==> config.mk <==
export PLATFORM = sky130hd
export DESIGN_NAME = multi_slot_interval_timer_top
export DESIGN_NICKNAME = d
export VERILOG_FILES = /design/src/rtl/core/mst_pkg.sv /design/src/rtl/core/mst_ram.sv /design/src/rtl/core/multi_slot_interval_timer_top.sv
export SDC_FILE = /design/constraint.sdc
export NUM_CORES = 2
export LEC_CHECK = 0
export BUFFER_PORTS_ARGS = -buffer_cell sky130_fd_sc_hd__buf_4
export CORE_AREA = 2 2 298 300
export CTS_CLUSTER_DIAMETER = 60
export DETAILED_ROUTE_END_ITERATION = 10
export DIE_AREA = 0 0 300 302
export PLACE_DENSITY = 0.76
export SYNTH_ARGS = -nofsm -noshare
export SYNTH_HDL_FRONTEND = slang
export SYNTH_HIERARCHICAL = 1
export SYNTH_SLANG_ARGS = --single-unit
==> constraint.sdc <==
create_clock -name clk -period 10.3 [get_ports clk]
set_input_delay 1.03 -clock clk [delete_from_list [all_inputs] [get_ports clk]]
set_output_delay 1.03 -clock clk [all_outputs]
set_load 0.005 [all_outputs]
==> src/rtl/core/mst_pkg.sv <==
// mst_pkg: shared constants and types of the multi-slot interval timer
// slot count, opcode, result kind and sequencer state encodings
// no dependencies
package mst_pkg;

	localparam int NUM_SLOTS   = 16;
	localparam int MAX_RESULTS = 16;
	localparam int IDX_W       = (NUM_SLOTS > 1) ? $clog2(NUM_SLOTS) : 1;
	localparam int CNT_W       = $clog2(MAX_RESULTS + 1);
	localparam int TICK_W      = 32;
	localparam int SLOT_W      = 4;
	localparam int ENTRY_W     = 2 * TICK_W;

	typedef enum logic [2:0] {
		OP_ADD     = 3'd0,
		OP_DELETE  = 3'd1,
		OP_STOP    = 3'd2,
		OP_ADVANCE = 3'd3,
		OP_PROCESS = 3'd4
	} op_t;

	typedef enum logic [2:0] {
		KIND_ACK     = 3'd0,
		KIND_ADDED   = 3'd1,
		KIND_FULL    = 3'd2,
		KIND_EXPIRED = 3'd3,
		KIND_NONE    = 3'd4
	} kind_t;

	typedef enum logic [1:0] {
		ST_IDLE,
		ST_SCAN,
		ST_DONE
	} state_t;

endpackage

==> src/rtl/core/mst_ram.sv <==
// mst_ram: generic simple dual-port ram, one write and one registered read port
// no dependencies
module mst_ram #(
	parameter int WIDTH = 64,
	parameter int DEPTH = 16
) (
	input  logic                                        clk,
	input  logic                                        wr_en,
	input  logic [((DEPTH > 1) ? $clog2(DEPTH) : 1)-1:0] wr_addr,
	input  logic [WIDTH-1:0]                            wr_data,
	input  logic                                        rd_en,
	input  logic [((DEPTH > 1) ? $clog2(DEPTH) : 1)-1:0] rd_addr,
	output logic [WIDTH-1:0]                            rd_data
);

	logic [WIDTH-1:0] mem_q [DEPTH];

	always_ff @(posedge clk) begin
		if (wr_en) begin
			mem_q[wr_addr] <= wr_data;
		end
		if (rd_en) begin
			rd_data <= mem_q[rd_addr];
		end
	end

endmodule

==> src/rtl/core/multi_slot_interval_timer_top.sv <==
// multi_slot_interval_timer_top: timer slot table sharing one millisecond tick
// depends on mst_pkg and mst_ram (period and start of each slot)
//
// usage
// input channel in_valid/in_ready carries one command word: opcode, slot,
// period_ms, repeat_req, elapsed_ms. output channel out_valid/out_ready
// carries result words: kind, slot_id, last.
// add, delete, stop and advance are done in the accept cycle; their single
// result word is visible in the next cycle. a new command is taken as soon as
// the output register is free or being drained.
// process walks the slot table one slot per cycle while the output is not
// stalled, reading period and start from the slot ram (registered read) and
// writing back restarts in the same pass.
// expiry words leave in slot order; the final one carries last, or a single
// nothing-expired word is sent.
// a stalled receiver holds the output word; the walk pauses on the next expiry
// until the held word is taken, and no command is taken meanwhile.
// reset clears the tick, all slot valid bits and the sequencer; no clearing
// pass is needed, slot ram entries are used only for valid slots.
module multi_slot_interval_timer_top (
	input  logic        clk,
	input  logic        arst_n,
	input  logic        in_valid,
	output logic        in_ready,
	input  logic [2:0]  opcode,
	input  logic [3:0]  slot,
	input  logic [31:0] period_ms,
	input  logic        repeat_req,
	input  logic [31:0] elapsed_ms,
	output logic        out_valid,
	input  logic        out_ready,
	output logic [2:0]  kind,
	output logic [3:0]  slot_id,
	output logic        last
);

	mst_pkg::state_t state_q, state_d;

	logic [mst_pkg::NUM_SLOTS-1:0] valid_q, valid_d;
	logic [mst_pkg::NUM_SLOTS-1:0] repeat_q, repeat_d;
	logic [mst_pkg::TICK_W-1:0]    now_q, now_d;
	logic [mst_pkg::IDX_W-1:0]     idx_q, idx_d;
	logic [mst_pkg::CNT_W-1:0]     cnt_q, cnt_d;
	logic                          pend_valid_q, pend_valid_d;
	logic [mst_pkg::IDX_W-1:0]     pend_slot_q, pend_slot_d;

	logic                          out_valid_q;
	mst_pkg::kind_t                out_kind_q, out_kind_d;
	logic [mst_pkg::SLOT_W-1:0]    out_slot_q, out_slot_d;
	logic                          out_last_q, out_last_d;
	logic                          out_load;
	logic                          out_free;

	logic                          ram_we;
	logic [mst_pkg::IDX_W-1:0]     ram_waddr;
	logic [mst_pkg::ENTRY_W-1:0]   ram_wdata;
	logic                          ram_re;
	logic [mst_pkg::IDX_W-1:0]     ram_raddr;
	logic [mst_pkg::ENTRY_W-1:0]   ram_rdata;

	logic [mst_pkg::TICK_W-1:0]    rd_period;
	logic [mst_pkg::TICK_W-1:0]    rd_start;
	logic [mst_pkg::TICK_W-1:0]    age;
	logic                          expired;
	logic                          in_acc;
	logic                          free_found;
	logic [mst_pkg::IDX_W-1:0]     free_idx;
	logic                          slot_ok;
	logic [mst_pkg::IDX_W-1:0]     cmd_idx;

	mst_ram #(
		.WIDTH(mst_pkg::ENTRY_W),
		.DEPTH(mst_pkg::NUM_SLOTS)
	) u_slot_ram (
		.clk    (clk),
		.wr_en  (ram_we),
		.wr_addr(ram_waddr),
		.wr_data(ram_wdata),
		.rd_en  (ram_re),
		.rd_addr(ram_raddr),
		.rd_data(ram_rdata)
	);

	assign out_free  = !out_valid_q || out_ready;
	assign in_ready  = (state_q == mst_pkg::ST_IDLE) && out_free;
	assign in_acc    = in_valid && in_ready;
	assign rd_period = ram_rdata[mst_pkg::ENTRY_W-1:mst_pkg::TICK_W];
	assign rd_start  = ram_rdata[mst_pkg::TICK_W-1:0];
	assign age       = now_q - rd_start;
	assign expired   = valid_q[idx_q] && (age >= rd_period);
	assign slot_ok   = int'(slot) < mst_pkg::NUM_SLOTS;
	assign cmd_idx   = mst_pkg::IDX_W'(slot);

	// lowest free slot
	always_comb begin
		free_found = 1'b0;
		free_idx   = '0;
		for (int i = mst_pkg::NUM_SLOTS - 1; i >= 0; i--) begin
			if (!valid_q[i]) begin
				free_found = 1'b1;
				free_idx   = mst_pkg::IDX_W'(i);
			end
		end
	end

	always_comb begin
		state_d      = state_q;
		valid_d      = valid_q;
		repeat_d     = repeat_q;
		now_d        = now_q;
		idx_d        = idx_q;
		cnt_d        = cnt_q;
		pend_valid_d = pend_valid_q;
		pend_slot_d  = pend_slot_q;
		out_load     = 1'b0;
		out_kind_d   = mst_pkg::KIND_ACK;
		out_slot_d   = '0;
		out_last_d   = 1'b1;
		ram_we       = 1'b0;
		ram_waddr    = idx_q;
		ram_wdata    = {rd_period, now_q};
		ram_re       = 1'b0;
		ram_raddr    = mst_pkg::IDX_W'(idx_q + 1'b1);
		case (state_q)
			mst_pkg::ST_IDLE: begin
				if (in_acc) begin
					out_load = 1'b1;
					case (mst_pkg::op_t'(opcode))
						mst_pkg::OP_ADD: begin
							if (free_found) begin
								valid_d[free_idx]  = 1'b1;
								repeat_d[free_idx] = repeat_req;
								ram_we             = 1'b1;
								ram_waddr          = free_idx;
								ram_wdata          = {period_ms, now_q};
								out_kind_d         = mst_pkg::KIND_ADDED;
								out_slot_d         = mst_pkg::SLOT_W'(free_idx);
							end else begin
								out_kind_d = mst_pkg::KIND_FULL;
							end
						end
						mst_pkg::OP_DELETE: begin
							if (slot_ok) begin
								valid_d[cmd_idx] = 1'b0;
							end
						end
						mst_pkg::OP_STOP: begin
							if (slot_ok && valid_q[cmd_idx]) begin
								repeat_d[cmd_idx] = 1'b0;
							end
						end
						mst_pkg::OP_ADVANCE: begin
							now_d = now_q + elapsed_ms;
						end
						mst_pkg::OP_PROCESS: begin
							out_load     = 1'b0;
							ram_re       = 1'b1;
							ram_raddr    = '0;
							idx_d        = '0;
							cnt_d        = '0;
							pend_valid_d = 1'b0;
							state_d      = mst_pkg::ST_SCAN;
						end
						default: begin
						end
					endcase
				end
			end
			mst_pkg::ST_SCAN: begin
				// pause while a found expiry cannot move the pending word out
				if (!(expired && pend_valid_q && !out_free)) begin
					if (expired) begin
						if (pend_valid_q) begin
							out_load   = 1'b1;
							out_kind_d = mst_pkg::KIND_EXPIRED;
							out_slot_d = mst_pkg::SLOT_W'(pend_slot_q);
							out_last_d = 1'b0;
						end
						pend_valid_d = 1'b1;
						pend_slot_d  = idx_q;
						cnt_d        = mst_pkg::CNT_W'(cnt_q + 1'b1);
						if (repeat_q[idx_q]) begin
							ram_we = 1'b1;
						end else begin
							valid_d[idx_q] = 1'b0;
						end
					end
					if ((idx_q == mst_pkg::IDX_W'(mst_pkg::NUM_SLOTS - 1)) ||
					    (expired && (cnt_q == mst_pkg::CNT_W'(mst_pkg::MAX_RESULTS - 1)))) begin
						state_d = mst_pkg::ST_DONE;
					end else begin
						ram_re = 1'b1;
						idx_d  = mst_pkg::IDX_W'(idx_q + 1'b1);
					end
				end
			end
			mst_pkg::ST_DONE: begin
				if (out_free) begin
					out_load     = 1'b1;
					pend_valid_d = 1'b0;
					state_d      = mst_pkg::ST_IDLE;
					if (pend_valid_q) begin
						out_kind_d = mst_pkg::KIND_EXPIRED;
						out_slot_d = mst_pkg::SLOT_W'(pend_slot_q);
					end else begin
						out_kind_d = mst_pkg::KIND_NONE;
					end
				end
			end
			default: begin
				state_d = mst_pkg::ST_IDLE;
			end
		endcase
	end

	always_ff @(posedge clk or negedge arst_n) begin
		if (!arst_n) begin
			state_q      <= mst_pkg::ST_IDLE;
			valid_q      <= '0;
			now_q        <= '0;
			idx_q        <= '0;
			cnt_q        <= '0;
			pend_valid_q <= 1'b0;
			out_valid_q  <= 1'b0;
		end else begin
			state_q      <= state_d;
			valid_q      <= valid_d;
			now_q        <= now_d;
			idx_q        <= idx_d;
			cnt_q        <= cnt_d;
			pend_valid_q <= pend_valid_d;
			if (out_load) begin
				out_valid_q <= 1'b1;
			end else if (out_ready) begin
				out_valid_q <= 1'b0;
			end
		end
	end

	always_ff @(posedge clk) begin
		repeat_q    <= repeat_d;
		pend_slot_q <= pend_slot_d;
		if (out_load) begin
			out_kind_q <= out_kind_d;
			out_slot_q <= out_slot_d;
			out_last_q <= out_last_d;
		end
	end

	assign out_valid = out_valid_q;
	assign kind      = out_kind_q;
	assign slot_id   = out_slot_q;
	assign last      = out_last_q;

`ifndef NO_ASSERTIONS
	a_pend_only_in_walk: assert property (@(posedge clk) disable iff (!arst_n)
		pend_valid_q |-> (state_q != mst_pkg::ST_IDLE))
		else $error("pending expiry outside a process walk");

	a_mid_word_in_walk: assert property (@(posedge clk) disable iff (!arst_n)
		(out_valid_q && !out_last_q) |-> (state_q != mst_pkg::ST_IDLE))
		else $error("non-final word while idle");

	a_no_load_over_held: assert property (@(posedge clk) disable iff (!arst_n)
		(out_valid_q && !out_ready) |-> !out_load)
		else $error("output word overwritten while stalled");

	a_cnt_bound: assert property (@(posedge clk) disable iff (!arst_n)
		cnt_q <= mst_pkg::CNT_W'(mst_pkg::MAX_RESULTS))
		else $error("expiry count beyond limit");
`endif

endmodule
# Word-level counts from Yosys, hierarchy flattened
# Memory sizes are Yosys's and may differ from the RTL's. A register that Yosys moved wholly into a read port is not among the register bits.
# Index checks and enable logic that the tools add are counted.
# word_totals
reg_bits	89
mem_bits_rw	1024
out_inout_bits	10
wordCells	210
memories	1
# op_classes
add_sub_neg	4
magnitude_cmp	7
eq_ne	20
n_mux	129
bitwise_logic	9
n_reduce_logical	28
# memory_table
name	depth	width	rd	rd_clocked_by_memory_dff	write_ports	line	text
u_slot_ram.mem_q	16	64	1	1	1	mst_ram.sv:16	logic [WIDTH-1:0] mem_q [DEPTH];
# ops
cell	count
$mux 64	4
$mux 4	34
$mux 16	7
$pmux 16 s2	3
$and 16x16->16	3
$mux 1	48
$add 32x32->32	1
$ge 32x32->1	1
$not 16->16	2
$sub 32x32->32	1
$mux 2	11
$mux 5	4
$reduce_and 5->1	4
$ne 2x2->1 const B	9
$bwmux 16	1
$or 16x16->16	1
$lt 4x5->1 const B	3
$bmux 1 s4	3
$demux 1 s4	3
$ge 4x1->1 const B	3
$pmux 4 s3	1
$pmux 5 s2	1
$logic_and 1x1->1	9
$pmux 3 s3	1
28 further kinds	39

# Logic depth before layout (Yosys ltp)
# depth
depth_word	25
mapped_depth	27

# Modules after synthesis
# Netlist, hierarchy kept.
# by_module_without_submodules
mod	instances	cells_each	area_each_um2
mst_ram	1	1647	40222.3
multi_slot_interval_timer_top	1	1110	9178.8

# Worst setup path after synthesis
# No wires, ideal clock.
# synth_timing
path_kind	register -> register
start	register now_q[0] in the netlist's numbering
end	memory u_slot_ram.mem_q[0][0], enable pin
setup_ns	0.565
arrival_ns	9.475
required_ns	9.735
path_slack_ns	0.261
path_stages_with_launch	27
path_buffers	1
synth_period_minus_slack_ns	10.039
cell_sequence	dfrtp_1 -> inv_1 -> ha_1 -> inv_1 -> fa_1 -> a21o_1 -> a21oi_1 -> o2111a_1 -> a211oi_1 -> a2111oi_2 -> o31a_1 -> nand3_1 -> a31oi_1 -> o21bai_1 -> xor2_1 -> ha_1 -> nand4_1 -> nor2_1 -> o2111ai_1 -> o22ai_2 -> o31a_2 -> and2_2 -> buf_2 -> nand3_2 -> o22ai_1 -> or3b_2 -> nor3_1
# synth_via
elab_chain_len	9
# synth_lines
item	line	text
start, declared	multi_slot_interval_timer_top.sv:41	logic [mst_pkg::TICK_W-1:0] now_q, now_d;
start signal, assigned	multi_slot_interval_timer_top.sv:228	now_q <= now_d;
$sub 32x32->32 (*)	multi_slot_interval_timer_top.sv:89	assign age = now_q - rd_start;
$ge 32x32->1 (*)	multi_slot_interval_timer_top.sv:90	assign expired = valid_q[idx_q] && (age >= rd_period);
$logic_and 1x1->1 (*)	multi_slot_interval_timer_top.sv:90	
$logic_and 1x1->1 (2 in series)	multi_slot_interval_timer_top.sv:171	if (!(expired && pend_valid_q && !out_free)) begin
$mux 1 (*)	multi_slot_interval_timer_top.sv:171	
$pmux 1 s2 (*)	multi_slot_interval_timer_top.sv:124	case (state_q)
named net ram_we	multi_slot_interval_timer_top.sv:54	logic ram_we;
$mux 1 (*)	mst_ram.sv:19	if (wr_en) begin
$mux 1 (implied by the code) (*)	mst_ram.sv:20	mem_q[wr_addr] <= wr_data;
end, declared	mst_ram.sv:16	
# Mark *: on every way through the listed nets, which the timed path passes. The rest lies on a longest branch.

# Final worst setup path
# layout_timing
start	register now_q[0] in the netlist's numbering
end	memory u_slot_ram.mem_q[2][22], enable pin
# Same word-level chain as after synthesis.

==> results.py <==
metrics = {
    "clock_tree": {
        "clock-sinks": 1177,
        "hold_buffers": 0,
        "cts-root-buf": "clkbuf_16",
        "path_clk_slew_ps": 60,
        "ctsResizeCount": 0,
        "cts_max_level": 3,
        "cts_buffers": 115,
        "clk_latency_ps": 700,
        "cts_setup_buffers": 0,
        "cts_tree": "built",
        "clk_path_buf_depth": 3,
    },
    "route": {
        "vias": 26890,
        "drc": 0,
        "wl_per_cell_um": 28.00,
        "drt-total-wl_um": 116400,
        "drt-vias-per-instance": 6.466,
        "first_pass_iters": 6,
        "initialDrtViolationCount": 2835,
        "ant_nets": 0,
    },
    "synthesis": {
        "synth_cells": 2757,
        "synth_top_area_share_pct": 67.84,
        "synth_common_cells": "edfxtp_1, mux4_2, nand2_1, a22oi_1, o21ai_0",
        "ys_seq_area_share_pct": 70.93,
        "synth_seq_cells": 1177,
        "yosys_warnings": 6,
        "synth_most_common_cell": "edfxtp_1",
        "synth.distinct_cells": 93,
        "syn-cell-area_sq_um": 49400,
        "syn_avg_cell_area_sq_um": 17.92,
        "synth_top_area_cell": "edfxtp_1",
        "synth_edf_count": 1116,
        "synthArstFlopShare_pct": 5.183,
        "syn_nets": 2935,
        "synth_ff_type": "edfxtp_1",
        "ys_top_cells_by_area": "edfxtp_1, mux4_2, dfrtp_1",
    },
    "layout": {
        "drive_gt1_share_pct": 21.81,
        "synthToLayoutAreaGrowth_pct": 12.11,
        "fillers": 5895,
        "antenna_cells": 0,
        "design_area_sq_um": 55390,
        "nets": 3076,
    },
    "status": {
        "status": "complete, no violations",
    },
    "run": {
        "cap_viol_max_count": 0,
    },
    "timing": {
        "hold_viol_final": 0,
        "holdWs_ps": 486.9,
        "slew_headroom_pct": 10.73,
        "slew_violations": 0,
        "finalClockSkew_ps": 23.94,
        "fmax_mhz": 128.1,
        "rsz0062_at_grt": "no",
        "worstMarginPinSlew_ps": 1325,
        "fin_crit_sh_pct": 75.80,
        "setup_violations": 0,
        "finalSetupTns_ps": 0,
        "fin_crit_ps": 7807,
    },
    "worst_setup_path": {
        "critical_path.max_fanout": 47,
        "required_ps": 10610,
        "cp.arrival_ps": 8110,
        "end_kind": "flip-flop",
        "r2r_setup_slack_ps": 2490,
        "worst-setup-path-type": "reg2reg",
        "crit_path_start_kind": "flip-flop",
    },
    "global_route": {
        "track_usage_pct": 26.05,
        "overflow": 0,
        "grt_pass1_wl_um": 174400,
        "first_global_vias": 27650,
        "grt_start_max_net_pins": 147,
        "antenna_found_initial": 0,
    },
    "floorplan": {
        "ios": 86,
        "start_util_pct": 56.42,
        "die_w_um": 300,
        "core_area_sq_um": 87560,
        "rows": 109,
        "die_h_um": 302,
        "die-area_sq_um": 90600,
    },
    "power_and_ir_drop": {
        "ir_worst_vdd_mv": 0.2434,
        "p_leak_nw": 18.72,
        "power_density_nw_per_um2": 305.7,
    },
    "placement": {
        "dp_hpwl_um": 65880,
        "io_buffers": 85,
        "gp_congestion": 0.8715,
        "placed_area_sq_um": 51570,
    },
    "hold_path": {
        "worstHoldPathType": "reg2reg",
    },
}
## sequential cells by signal (all words and copies together) (netlist names)
signal and flops:
valid_q 16, u_slot_ram/mem_q 1024, last 1, u_slot_ram/rd_data 64
cnt_q 5, now_q 32, slot_id 4, pend_valid_q 1
kind 3, out_valid 1, pend_slot_q 4, idx_q 4
repeat_q 16, state_q 2
## critical path, cell delays in order (launching register included)
cell	delay (ps)
dfrtp_1	560
inv_1	130
ha_1	210
inv_1	70
fa_1	410
a21o_1	180
a21oi_1	310
o2111a_1	220
a211oi_1	90
a2111oi_2	570
o31a_1	240
nand3_1	100
a31oi_1	250
o21bai_1	100
xor2_1	150
ha_1	300
nand4_1	100
nor2_1	150
o2111ai_1	130
o22ai_2	240
a2111oi_4	80
o21ai_2	110
and2_2	280
nand3_2	140
o22ai_1	340
or3b_2	610
nor2_4	500
buf_4	790
## kinds of logic after synthesis
group | share of synthesized area [%]
AOI/OAI and AO/OA | 7.074
DFF | 70.93
adders and majority gates | 2.614
and+or+nand+nor | 3.835
buffers and inverters | 2.079
xor gates and xnor gates | 0.9574
muxes | 12.51
## metrics by stage
step / std cells / setup slack, ps / total power, W / util [%]
floorplan: 2757 / 260.6 / 0.01098 / -
global placement: 3946 / 2638 / 0.01250 / 58.90
detailed placement: 3946 / 2586 / 0.01272 / 58.90
CTS: 4159 / 2562 / 0.01695 / 63.26
global route: 4159 / 1947 / 0.01770 / 63.26
finish: 4159 / 2493 / 0.01693 / 63.26
## power breakdown
group / switching [W] / internal [W]
clock: 0.00179 / 0.00243
sequential: 0.000429 / 0.00621
combinational: 0.00353 / 0.00253
total: 0.00575 / 0.0112
## path summary, 6_finish.rpt
path,from,end,cells after the start
setup / recovery,now_q[0]$_DFFE_PN0P_,u_slot_ram/mem_q[2][22]$_DFFE_PP_,27
hold / removal,cnt_q[3]$_DFFE_PN0P_,cnt_q[3]$_DFFE_PN0P_,1
setup reg to reg,now_q[0]$_DFFE_PN0P_,u_slot_ram/mem_q[2][22]$_DFFE_PP_,27
hold reg to reg,cnt_q[3]$_DFFE_PN0P_,cnt_q[3]$_DFFE_PN0P_,1
max in group asynchronous,arst_n,cnt_q[4]$_DFFE_PN0P_,1
min in group asynchronous,arst_n,now_q[22]$_DFFE_PN0P_,1
## per-layer routing
| layer | up-vias | track usage, % | routed length (um) |
|---|---|---|---|
| li1 | 11440 | - | - |
| met1 | 13960 | 36.29 | 46040 |
| met2 | 1279 | 42.90 | 57170 |
| met3 | 215 | 3.670 | 9308 |
| met4 | 0 | 9.131 | 3924 |
| met5 | - | 0 | 0 |
## cells in the final DEF (no fill, tap or decap), types with 61 or more instances in the layout
cell type,synthesis,final
a21oi_1,71,71
a22oi_1,131,131
buf_4,6,139
clkbuf_16,0,116
dfrtp_1,61,61
edfxtp_1,1116,1116
ha_1,100,100
inv_1,91,91
mux4_2,270,270
nand2_1,208,207
nor2_1,81,65
o21ai_0,104,98
## final cells by class
class / instances / area (sq um) / share of cell area [%]
Multi-Input combinational cell: 1363 / 13500 / 24.38
Inverter: 93 / 349.1 / 0.6303
Timing Repair Buffer: 148 / 1224 / 2.209
Clock inverter: 76 / 822.0 / 1.484
Sequential cell: 1177 / 35040 / 63.26
Clock buffer: 137 / 2992 / 5.401
Tap cell: 1165 / 1458 / 2.632
(Power assumes the default switching activity.)
